`src/cdfd_pkg.sv`:
```
// Shared widths, calendar constants and the March-based month table for the
// civil date converter. No dependencies.
package cdfd_pkg;

  // Port field widths.
  localparam int DAY_W   = 32;
  localparam int YEAR_W  = 24;
  localparam int MONTH_W = 4;
  localparam int DOM_W   = 5;
  localparam int WDAY_W  = 3;

  // Internal value widths.
  localparam int T_W   = DAY_W + 1;  // biased day count, never negative
  localparam int ERA_W = 15;         // biased era index, at most 29399
  localparam int REM_W = 19;         // era remainder before correction
  localparam int DOE_W = 18;         // day of era, 0..146096
  localparam int YOE_W = 9;          // year of era, 0..399
  localparam int DOY_W = 9;          // day of March-based year, 0..365
  localparam int MP_W  = 4;          // March-based month, 0..11

  // Calendar constants.
  localparam int unsigned ERA_DAYS       = 146097;
  localparam int unsigned CENTURY_DAYS   = 36524;
  localparam int unsigned QUAD_YEAR_DAYS = 1460;
  localparam int unsigned YEAR_DAYS      = 365;
  localparam int unsigned YEARS_PER_ERA  = 400;
  localparam int unsigned YEARS_PER_CENT = 100;
  localparam int unsigned DAYS_PER_WEEK  = 7;
  localparam int unsigned MONTHS_PER_YEAR = 12;
  localparam int unsigned FEBRUARY       = 2;
  localparam int unsigned FEB_MAX_DAYS   = 29;
  localparam int unsigned WEEKDAY_MAX    = 6;
  localparam int unsigned JAN_MP         = 10;  // January in the March-based year
  localparam int unsigned MONTH_FROM_MP  = 3;   // month = mp + 3 before January
  localparam int unsigned MONTH_WRAP_MP  = 9;   // month = mp - 9 from January on

  // The day count is biased by 2^31 (sign flip) plus EPOCH_OFFSET. The total bias
  // equals 719468 (days from 0000-03-01 to 1970-01-01) plus ERA_BIAS whole eras,
  // so the biased value is never negative and floor division becomes plain division.
  localparam int unsigned ERA_BIAS     = 14695;
  localparam int unsigned EPOCH_OFFSET = 131235;

  // Weekday of a day of era: (doe + WEEKDAY_BIAS) mod 7, since an era is whole weeks.
  localparam int unsigned WEEKDAY_BIAS = 3;

  // Floor reciprocal of the era length; applied to the biased count shifted by 7.
  localparam int ERA_PRE_SHIFT   = 7;
  localparam int ERA_RECIP_SHIFT = 39;
  localparam int ERA_RECIP_W     = 22;
  localparam logic [ERA_RECIP_W-1:0] ERA_RECIP =
    ERA_RECIP_W'((64'd1 << ERA_RECIP_SHIFT) / 64'(ERA_DAYS));

  // Day on which each March-based month starts, (153 * mp + 2) / 5.
  function automatic logic [DOY_W-1:0] month_start(input logic [MP_W-1:0] mp);
    logic [DOY_W-1:0] start;
    case (mp)
      4'd0:    start = 9'd0;
      4'd1:    start = 9'd31;
      4'd2:    start = 9'd61;
      4'd3:    start = 9'd92;
      4'd4:    start = 9'd122;
      4'd5:    start = 9'd153;
      4'd6:    start = 9'd184;
      4'd7:    start = 9'd214;
      4'd8:    start = 9'd245;
      4'd9:    start = 9'd275;
      4'd10:   start = 9'd306;
      4'd11:   start = 9'd337;
      default: start = 9'd0;
    endcase
    return start;
  endfunction

endpackage

```
`src/civil_date_from_day_count_unit.sv`:
```
// Top level of the civil date converter: a ten-stage pipeline from a signed day
// count to year, month, day and weekday. Uses cdfd_pkg and cdfd_const_div.
//
// Usage
//   A request carries day_count, the signed number of days since 1970-01-01. It is
//   taken at a rising edge of clk with day_valid high and day_stall low. The result
//   (proleptic Gregorian year, month 1..12, day_of_month 1..31 and weekday with
//   0 for Sunday) is offered on date_valid and taken at an edge with date_stall low.
//   Every request gives exactly one result, in request order.
// Pipeline and throughput
//   A result is offered on date_valid from stage ten, the output register. While
//   date_stall is low, one request can enter in every cycle. The stages are the
//   bias, the era division (estimate, remainder, correction), the leap-day
//   quotients and their subtraction, the year-of-era division, the day of year,
//   the month lookup and the output, each closed by a register.
// Stalls
//   Every stage has a valid bit and loads when it is empty or when the stage after
//   it moves. While date_stall holds a result, earlier empty stages keep filling;
//   day_stall rises only once all ten stages hold requests.
// Reset
//   rst is synchronous and active high. It empties the pipeline; in the cycle after
//   reset date_valid is low and day_stall is low.
module civil_date_from_day_count_unit (
  input  logic                             clk,
  input  logic                             rst,
  input  logic                             day_valid,
  output logic                             day_stall,
  input  logic signed [cdfd_pkg::DAY_W-1:0] day_count,
  output logic                             date_valid,
  input  logic                             date_stall,
  output logic signed [cdfd_pkg::YEAR_W-1:0] year,
  output logic [cdfd_pkg::MONTH_W-1:0]     month,
  output logic [cdfd_pkg::DOM_W-1:0]       day_of_month,
  output logic [cdfd_pkg::WDAY_W-1:0]      weekday
);

  import cdfd_pkg::*;

  localparam int NSTAGE = 10;

  // Pipeline control: one valid bit per stage and a ready chain from the output.
  logic [NSTAGE:1]   vld;
  logic [NSTAGE:1]   vld_in;
  logic [NSTAGE+1:1] rdy;

  assign vld_in          = {vld[NSTAGE-1:1], day_valid};
  assign rdy[NSTAGE+1]   = !date_stall;

  for (genvar k = 1; k <= NSTAGE; k++) begin : g_ctrl
    assign rdy[k] = !vld[k] || rdy[k+1];

    always_ff @(posedge clk) begin
      if (rst) begin
        vld[k] <= 1'b0;
      end else if (rdy[k]) begin
        vld[k] <= vld_in[k];
      end
    end
  end

  assign day_stall  = !rdy[1];
  assign date_valid = vld[NSTAGE];

  // Stage 1: bias the day count so that the era index is a plain quotient.
  logic [T_W-1:0] s1_t;

  always_ff @(posedge clk) begin
    if (rdy[1]) begin
      s1_t <= {1'b0, ~day_count[DAY_W-1], day_count[DAY_W-2:0]} + T_W'(EPOCH_OFFSET);
    end
  end

  // Stage 2: estimate the era from the top bits. The estimate is the true quotient
  // or one below it.
  localparam int ERA_PW = T_W - ERA_PRE_SHIFT + ERA_RECIP_W;

  logic [ERA_PW-1:0] s2_p;
  logic [T_W-1:0]    s2_t;

  always_ff @(posedge clk) begin
    if (rdy[2]) begin
      s2_p <= ERA_PW'(s1_t[T_W-1:ERA_PRE_SHIFT]) * ERA_PW'(ERA_RECIP);
      s2_t <= s1_t;
    end
  end

  // Stage 3: remainder against the estimate; it stays below two era lengths.
  logic [ERA_W-1:0] q0;
  logic [T_W-1:0]   r0_full;
  logic [ERA_W-1:0] s3_q0;
  logic [REM_W-1:0] s3_r0;

  assign q0      = s2_p[ERA_RECIP_SHIFT - ERA_PRE_SHIFT +: ERA_W];
  assign r0_full = s2_t - T_W'(q0) * T_W'(ERA_DAYS);

  always_ff @(posedge clk) begin
    if (rdy[3]) begin
      s3_q0 <= q0;
      s3_r0 <= r0_full[REM_W-1:0];
    end
  end

  // Stage 4: one correction step gives the exact era and day of era.
  logic [DOE_W-1:0] s4_doe;
  logic [ERA_W-1:0] s4_eq;

  always_ff @(posedge clk) begin
    if (rdy[4]) begin
      if (s3_r0 >= REM_W'(ERA_DAYS)) begin
        s4_doe <= DOE_W'(s3_r0 - REM_W'(ERA_DAYS));
        s4_eq  <= s3_q0 + ERA_W'(1);
      end else begin
        s4_doe <= s3_r0[DOE_W-1:0];
        s4_eq  <= s3_q0;
      end
    end
  end

  // Stage 5: leap-day corrections of the day of era, first year of the era, and
  // the quotient for the weekday.
  logic signed [ERA_W:0]  era;
  logic [2:0]             n_cent;
  logic [DOE_W-1:0]       s5_doe;
  logic [YEAR_W-1:0]      s5_e400;
  logic [2:0]             s5_n_cent;
  logic                   s5_full;
  logic [6:0]             s5_q_quad;
  logic [14:0]            s5_q_week;

  assign era    = signed'((ERA_W+1)'(s4_eq) - (ERA_W+1)'(ERA_BIAS));
  assign n_cent = 3'(s4_doe >= DOE_W'(CENTURY_DAYS))
                + 3'(s4_doe >= DOE_W'(2 * CENTURY_DAYS))
                + 3'(s4_doe >= DOE_W'(3 * CENTURY_DAYS))
                + 3'(s4_doe >= DOE_W'(ERA_DAYS - 1));

  cdfd_const_div #(
    .W_IN (DOE_W),
    .W_Q  (7),
    .DIV  (QUAD_YEAR_DAYS),
    .SHIFT(29)
  ) u_div_quad (
    .clk(clk),
    .en (rdy[5]),
    .x  (s4_doe),
    .q  (s5_q_quad)
  );

  cdfd_const_div #(
    .W_IN (DOE_W),
    .W_Q  (15),
    .DIV  (DAYS_PER_WEEK),
    .SHIFT(21)
  ) u_div_week (
    .clk(clk),
    .en (rdy[5]),
    .x  (s4_doe + DOE_W'(WEEKDAY_BIAS)),
    .q  (s5_q_week)
  );

  always_ff @(posedge clk) begin
    if (rdy[5]) begin
      s5_doe    <= s4_doe;
      s5_e400   <= YEAR_W'(era) * YEAR_W'(YEARS_PER_ERA);
      s5_n_cent <= n_cent;
      s5_full   <= (s4_doe == DOE_W'(ERA_DAYS - 1));
    end
  end

  // Stage 6: day of era with leap days taken out, and the weekday remainder.
  logic [DOE_W-1:0]  s6_yn;
  logic [DOE_W-1:0]  s6_doe;
  logic [YEAR_W-1:0] s6_e400;
  logic [WDAY_W-1:0] s6_wd;

  always_ff @(posedge clk) begin
    if (rdy[6]) begin
      s6_yn   <= s5_doe - DOE_W'(s5_q_quad) + DOE_W'(s5_n_cent) - DOE_W'(s5_full);
      s6_wd   <= WDAY_W'((s5_doe + DOE_W'(WEEKDAY_BIAS))
                         - DOE_W'(s5_q_week) * DOE_W'(DAYS_PER_WEEK));
      s6_doe  <= s5_doe;
      s6_e400 <= s5_e400;
    end
  end

  // Stage 7: year of era.
  logic [YOE_W-1:0]  s7_yoe;
  logic [DOE_W-1:0]  s7_doe;
  logic [YEAR_W-1:0] s7_e400;
  logic [WDAY_W-1:0] s7_wd;

  cdfd_const_div #(
    .W_IN (DOE_W),
    .W_Q  (YOE_W),
    .DIV  (YEAR_DAYS),
    .SHIFT(27)
  ) u_div_year (
    .clk(clk),
    .en (rdy[7]),
    .x  (s6_yn),
    .q  (s7_yoe)
  );

  always_ff @(posedge clk) begin
    if (rdy[7]) begin
      s7_doe  <= s6_doe;
      s7_e400 <= s6_e400;
      s7_wd   <= s6_wd;
    end
  end

  // Stage 8: day of the March-based year.
  logic [1:0]        n_yr_cent;
  logic [DOE_W-1:0]  year_base;
  logic [DOY_W-1:0]  s8_doy;
  logic [YOE_W-1:0]  s8_yoe;
  logic [YEAR_W-1:0] s8_e400;
  logic [WDAY_W-1:0] s8_wd;

  assign n_yr_cent = 2'(s7_yoe >= YOE_W'(YEARS_PER_CENT))
                   + 2'(s7_yoe >= YOE_W'(2 * YEARS_PER_CENT))
                   + 2'(s7_yoe >= YOE_W'(3 * YEARS_PER_CENT));
  assign year_base = DOE_W'(s7_yoe) * DOE_W'(YEAR_DAYS)
                   + DOE_W'(s7_yoe[YOE_W-1:2]) - DOE_W'(n_yr_cent);

  always_ff @(posedge clk) begin
    if (rdy[8]) begin
      s8_doy  <= DOY_W'(s7_doe - year_base);
      s8_yoe  <= s7_yoe;
      s8_e400 <= s7_e400;
      s8_wd   <= s7_wd;
    end
  end

  // Stage 9: March-based month by comparing against the month start table.
  logic [MP_W-1:0]   mp_c;
  logic [MP_W-1:0]   s9_mp;
  logic [DOY_W-1:0]  s9_doy;
  logic [YOE_W-1:0]  s9_yoe;
  logic [YEAR_W-1:0] s9_e400;
  logic [WDAY_W-1:0] s9_wd;

  always_comb begin
    mp_c = '0;
    for (int k = 1; k < MONTHS_PER_YEAR; k++) begin
      mp_c = mp_c + MP_W'(s8_doy >= month_start(MP_W'(k)));
    end
  end

  always_ff @(posedge clk) begin
    if (rdy[9]) begin
      s9_mp   <= mp_c;
      s9_doy  <= s8_doy;
      s9_yoe  <= s8_yoe;
      s9_e400 <= s8_e400;
      s9_wd   <= s8_wd;
    end
  end

  // Stage 10: output register. January and February belong to the next
  // calendar year of a March-based year.
  logic in_next_year;

  assign in_next_year = (s9_mp >= MP_W'(JAN_MP));

  always_ff @(posedge clk) begin
    if (rdy[10]) begin
      year         <= s9_e400 + YEAR_W'(s9_yoe) + YEAR_W'(in_next_year);
      month        <= in_next_year ? MONTH_W'(s9_mp - MP_W'(MONTH_WRAP_MP))
                                   : MONTH_W'(s9_mp + MP_W'(MONTH_FROM_MP));
      day_of_month <= DOM_W'(s9_doy - month_start(s9_mp) + DOY_W'(1));
      weekday      <= s9_wd;
    end
  end

endmodule

```
`src/cdfd_const_div.sv`:
```
// Registered division of an unsigned value by a constant, done as a multiply by a
// rounded-up reciprocal and a shift. Stand-alone; no package needed.
module cdfd_const_div #(
  parameter int          W_IN  = 18,
  parameter int          W_Q   = 8,
  parameter int unsigned DIV   = 7,
  parameter int          SHIFT = 21
) (
  input  logic            clk,
  input  logic            en,
  input  logic [W_IN-1:0] x,
  output logic [W_Q-1:0]  q
);

  // Exact for every x below 2^W_IN as long as SHIFT >= W_IN + clog2(DIV).
  localparam longint unsigned MULT = ((64'd1 << SHIFT) + 64'(DIV) - 64'd1) / 64'(DIV);
  localparam int MW = $clog2(MULT + 1);
  localparam int PW = W_IN + MW;

  logic [PW-1:0] prod;

  assign prod = PW'(x) * PW'(MULT);

  always_ff @(posedge clk) begin
    if (en) begin
      q <= prod[SHIFT +: W_Q];
    end
  end

endmodule

```
`config.mk`:
```
export PLATFORM = sky130hd
export DESIGN_NAME = civil_date_from_day_count_unit
export DESIGN_NICKNAME = d
export VERILOG_FILES = /design/src/cdfd_pkg.sv /design/src/civil_date_from_day_count_unit.sv /design/src/cdfd_const_div.sv
export SDC_FILE = /design/constraint.sdc
export NUM_CORES = 2
export LEC_CHECK = 0
export ABC_AREA = 1
export BUFFER_PORTS_ARGS = -buffer_cell sky130_fd_sc_hd__buf_4
export CAP_MARGIN = 20
export CELL_PAD_IN_SITES_DETAIL_PLACEMENT = 0
export CELL_PAD_IN_SITES_GLOBAL_PLACEMENT = 1
export CORE_ASPECT_RATIO = 1.5
export CORE_MARGIN = 3
export CORE_UTILIZATION = 56
export CTS_BUF_LIST = sky130_fd_sc_hd__clkbuf_16
export DETAILED_ROUTE_END_ITERATION = 10
export PLACE_DENSITY_LB_ADDON = 0.1
export SYNTH_ARGS = -nofsm -noshare
export SYNTH_HDL_FRONTEND = slang
export SYNTH_HIERARCHICAL = 1
export SYNTH_SLANG_ARGS = --single-unit
```
`constraint.sdc`:
```
create_clock -name clk -period 28.2 [get_ports clk]
set_input_delay 7.05 -clock clk [delete_from_list [all_inputs] [get_ports clk]]
set_output_delay 7.05 -clock clk [all_outputs]
set_load 0.05 [all_outputs]
```
==> summary.txt <==
Timing
  • Tmin final: about 17000 ps
  • Ratio of final minimum period to clock period: between 50% and 60%
  • Fin Setup TNS: 0 ps
  • F_max: a little under 60 MHz
  • Worst Skew: 23.2 ps
  • Final setup violation count: 0
  • Slew Limit Fails: 0
  • Max_slew headroom: a little under two fifths
  • Slew @ Worst Pin: approximately 940 ps
  • RSZ-0062 raised after global routing: false
  • Final Hold Fails: 0

Setup path
  • Flop2flop setup slack: 21540 ps
  • Register-to-Register Path Depth: 19
  • Worst EP required: around 21000 ps
  • Most used cell, CP: buf_4
  • Max incr delay on CP: approximately 410 ps
  • WS Path Type: input port to output pin
  • R2R Path Start: s1_t[14]
  • Critical path's slowest cell: nor2_1
  • CP Launch Type: input port
  • CP Data Arrival Time: ~9800 ps
  • Crit path max-delay family: simple AND/OR/NAND/NOR gates
  • Worst R2R End: s2_p[38]
  • Worst Path Buf+Inv: 6
  • CP endpoint kind: output pin
  • CP Max Fanout: 52
  • Ordered cell list for the critical path: buf_4, nand2_1, nor2_2, nand4_1, buf_4, nor2_1, nand2_1, buf_4, nor2_1, nand3_2, buf_4, inv_1, buf_4

Clock network
  • Clock sink count: 410
  • Later-pin clock latency in the skew report: approximately 600 ps
  • Post_cts resized: 0
  • TritonCTS clock tree: done
  • Hold buffers post-CTS: 0
  • Root Buffer: clkbuf_16
  • Num CTS Buffers: 42
  • Clock buffer depth: 3
  • Worst-path clk slew: ~60 ps
  • Buffers inserted by post-CTS timing repair: 0
  • H-Tree Level Count: 2

Hold path
  • Hold_sp: s8_yoe[8]
  • WHS Endpoint: s9_yoe[8]
  • WHS Path Cells: 0
  • Hold Crit Class: register to register

Placement
  • HPWL after detailed placement: 99900 um
  • Final Wtd Congestion: approximately 0.93
  • Port bufs: 73
  • Placed cell area: between 50000 and 60000 um2

Drt
  • Final WL: about 110000 um
  • Via/cell ratio: between 5 and 6
  • 1st-iter DRT viols: 1264
  • Routed Antenna Nets: 0
  • # DRC: 0
  • DRT Pass-1 Iters: 6
  • WL/cell: approximately 17 um
  • Vias: ~34000

Job
  • Total of max-cap violations: 0

Layout
  • Number of nets in the layout: around 7000
  • Fillers: slightly below 8000
  • N_diodes: 0
  • Share of layout cells above drive strength 1: 4.03%
  • Final Cell Area: between 50000 and 60000 um2
  • Syn-to-layout area delta: 7.40%

GRT
  • Pin count of the biggest net entering global routing: 60
  • Vias in the first global route: 36753
  • Initial antenna violation count: 1
  • Gr ovfl total: 0
  • First-pass GRT wire length: around 190000 um
  • Overall routing resource usage: 25.6%

Logic synthesis
  • Synthesis Warnings: 6
  • Post-Syn Instances: 5397
  • Mapped Area: 49700 um2
  • Syn_area_per_cell: between 9 and 10 um2
  • Syn nets: just under 7000

Die
  • Core Area: 87900 um2
  • Die Y: between 300 and 400 um
  • Row cnt: 133
  • Top Ports: 74
  • Starting Density: a little under three fifths
  • DIE WIDTH: between 200 and 250 um
  • Die ar.: ~92000 um2

Run status
  • Status: finished clean
[through the flow]
step | instances | utilization (%) | hold WS [ps] | worst slack, ps
floorplan | 5397 | - | 400 | 8300
finish | 6708 | 60.8 | 413 | 11360
global route | 6708 | 60.8 | 421 | 11110
detailed placement | 6629 | 59.0 | 405 | 11420
global placement | 6629 | 59.0 | 401 | 11380
CTS | 6704 | 60.7 | 408 | 11390
[registers in the layout (all words and copies together), names as in the netlist, 19 cells and up, named ones only]
name / flops
s1_t: 33
s2_t: 19
s3_r0: 19
s5_e400: 20
s6_e400: 20
s7_e400: 20
s8_e400: 20
s9_e400: 20
year: 24
[routing by layer]
metal	share of wire (%)	vias up	track usage, %	wire, um
li1	-	17077	-	-
met1	35	16246	25.0	39900
met2	57	501	52.4	64600
met3	1.9	289	1.83	2120
met4	6.5	0	13.8	7390
met5	0	-	0	0
[area by class of cell]
class	instances	area (um2)	share of cell area [%]
clock buffer	42	1050	1.97
clock inverter	33	432	0.808
inverter	1459	5480	10.3
multi-input combinational	3518	32000	60.0
sequential	410	12200	22.8
tap	1147	1440	2.69
timing repair buffer	99	808	1.51
[worst max-delay path by stage]
stage | from | cells past startpoint | endpoint | slack [ps]
6_report | date_stall | 13 | day_stall | 11360
5_1_grt | date_stall | 13 | day_stall | 11110
4_1_cts | date_stall | 13 | day_stall | 11390
3_5_place_dp | date_stall | 13 | day_stall | 11420
3_3_place_gp | date_stall | 13 | day_stall | 11380
2_1_floorplan | date_stall | 8 | day_stall | 8300
[cell usage in the layout (no fill, tap or decap), types with 47 or more instances in the layout]
cell      count
xor2_1      139
nor2_1      265
inv_1      1447
xnor2_1      47
buf_4        95
nand2_1     939
fa_1        566
nand3_1     168
nand4_1      56
edfxtp_1    395
ha_1        835
a21oi_1     189
o21ai_0     118
Power is not shown: default switching activity piles up to over one toggle a cycle in this logic, so the estimate is an artifact.
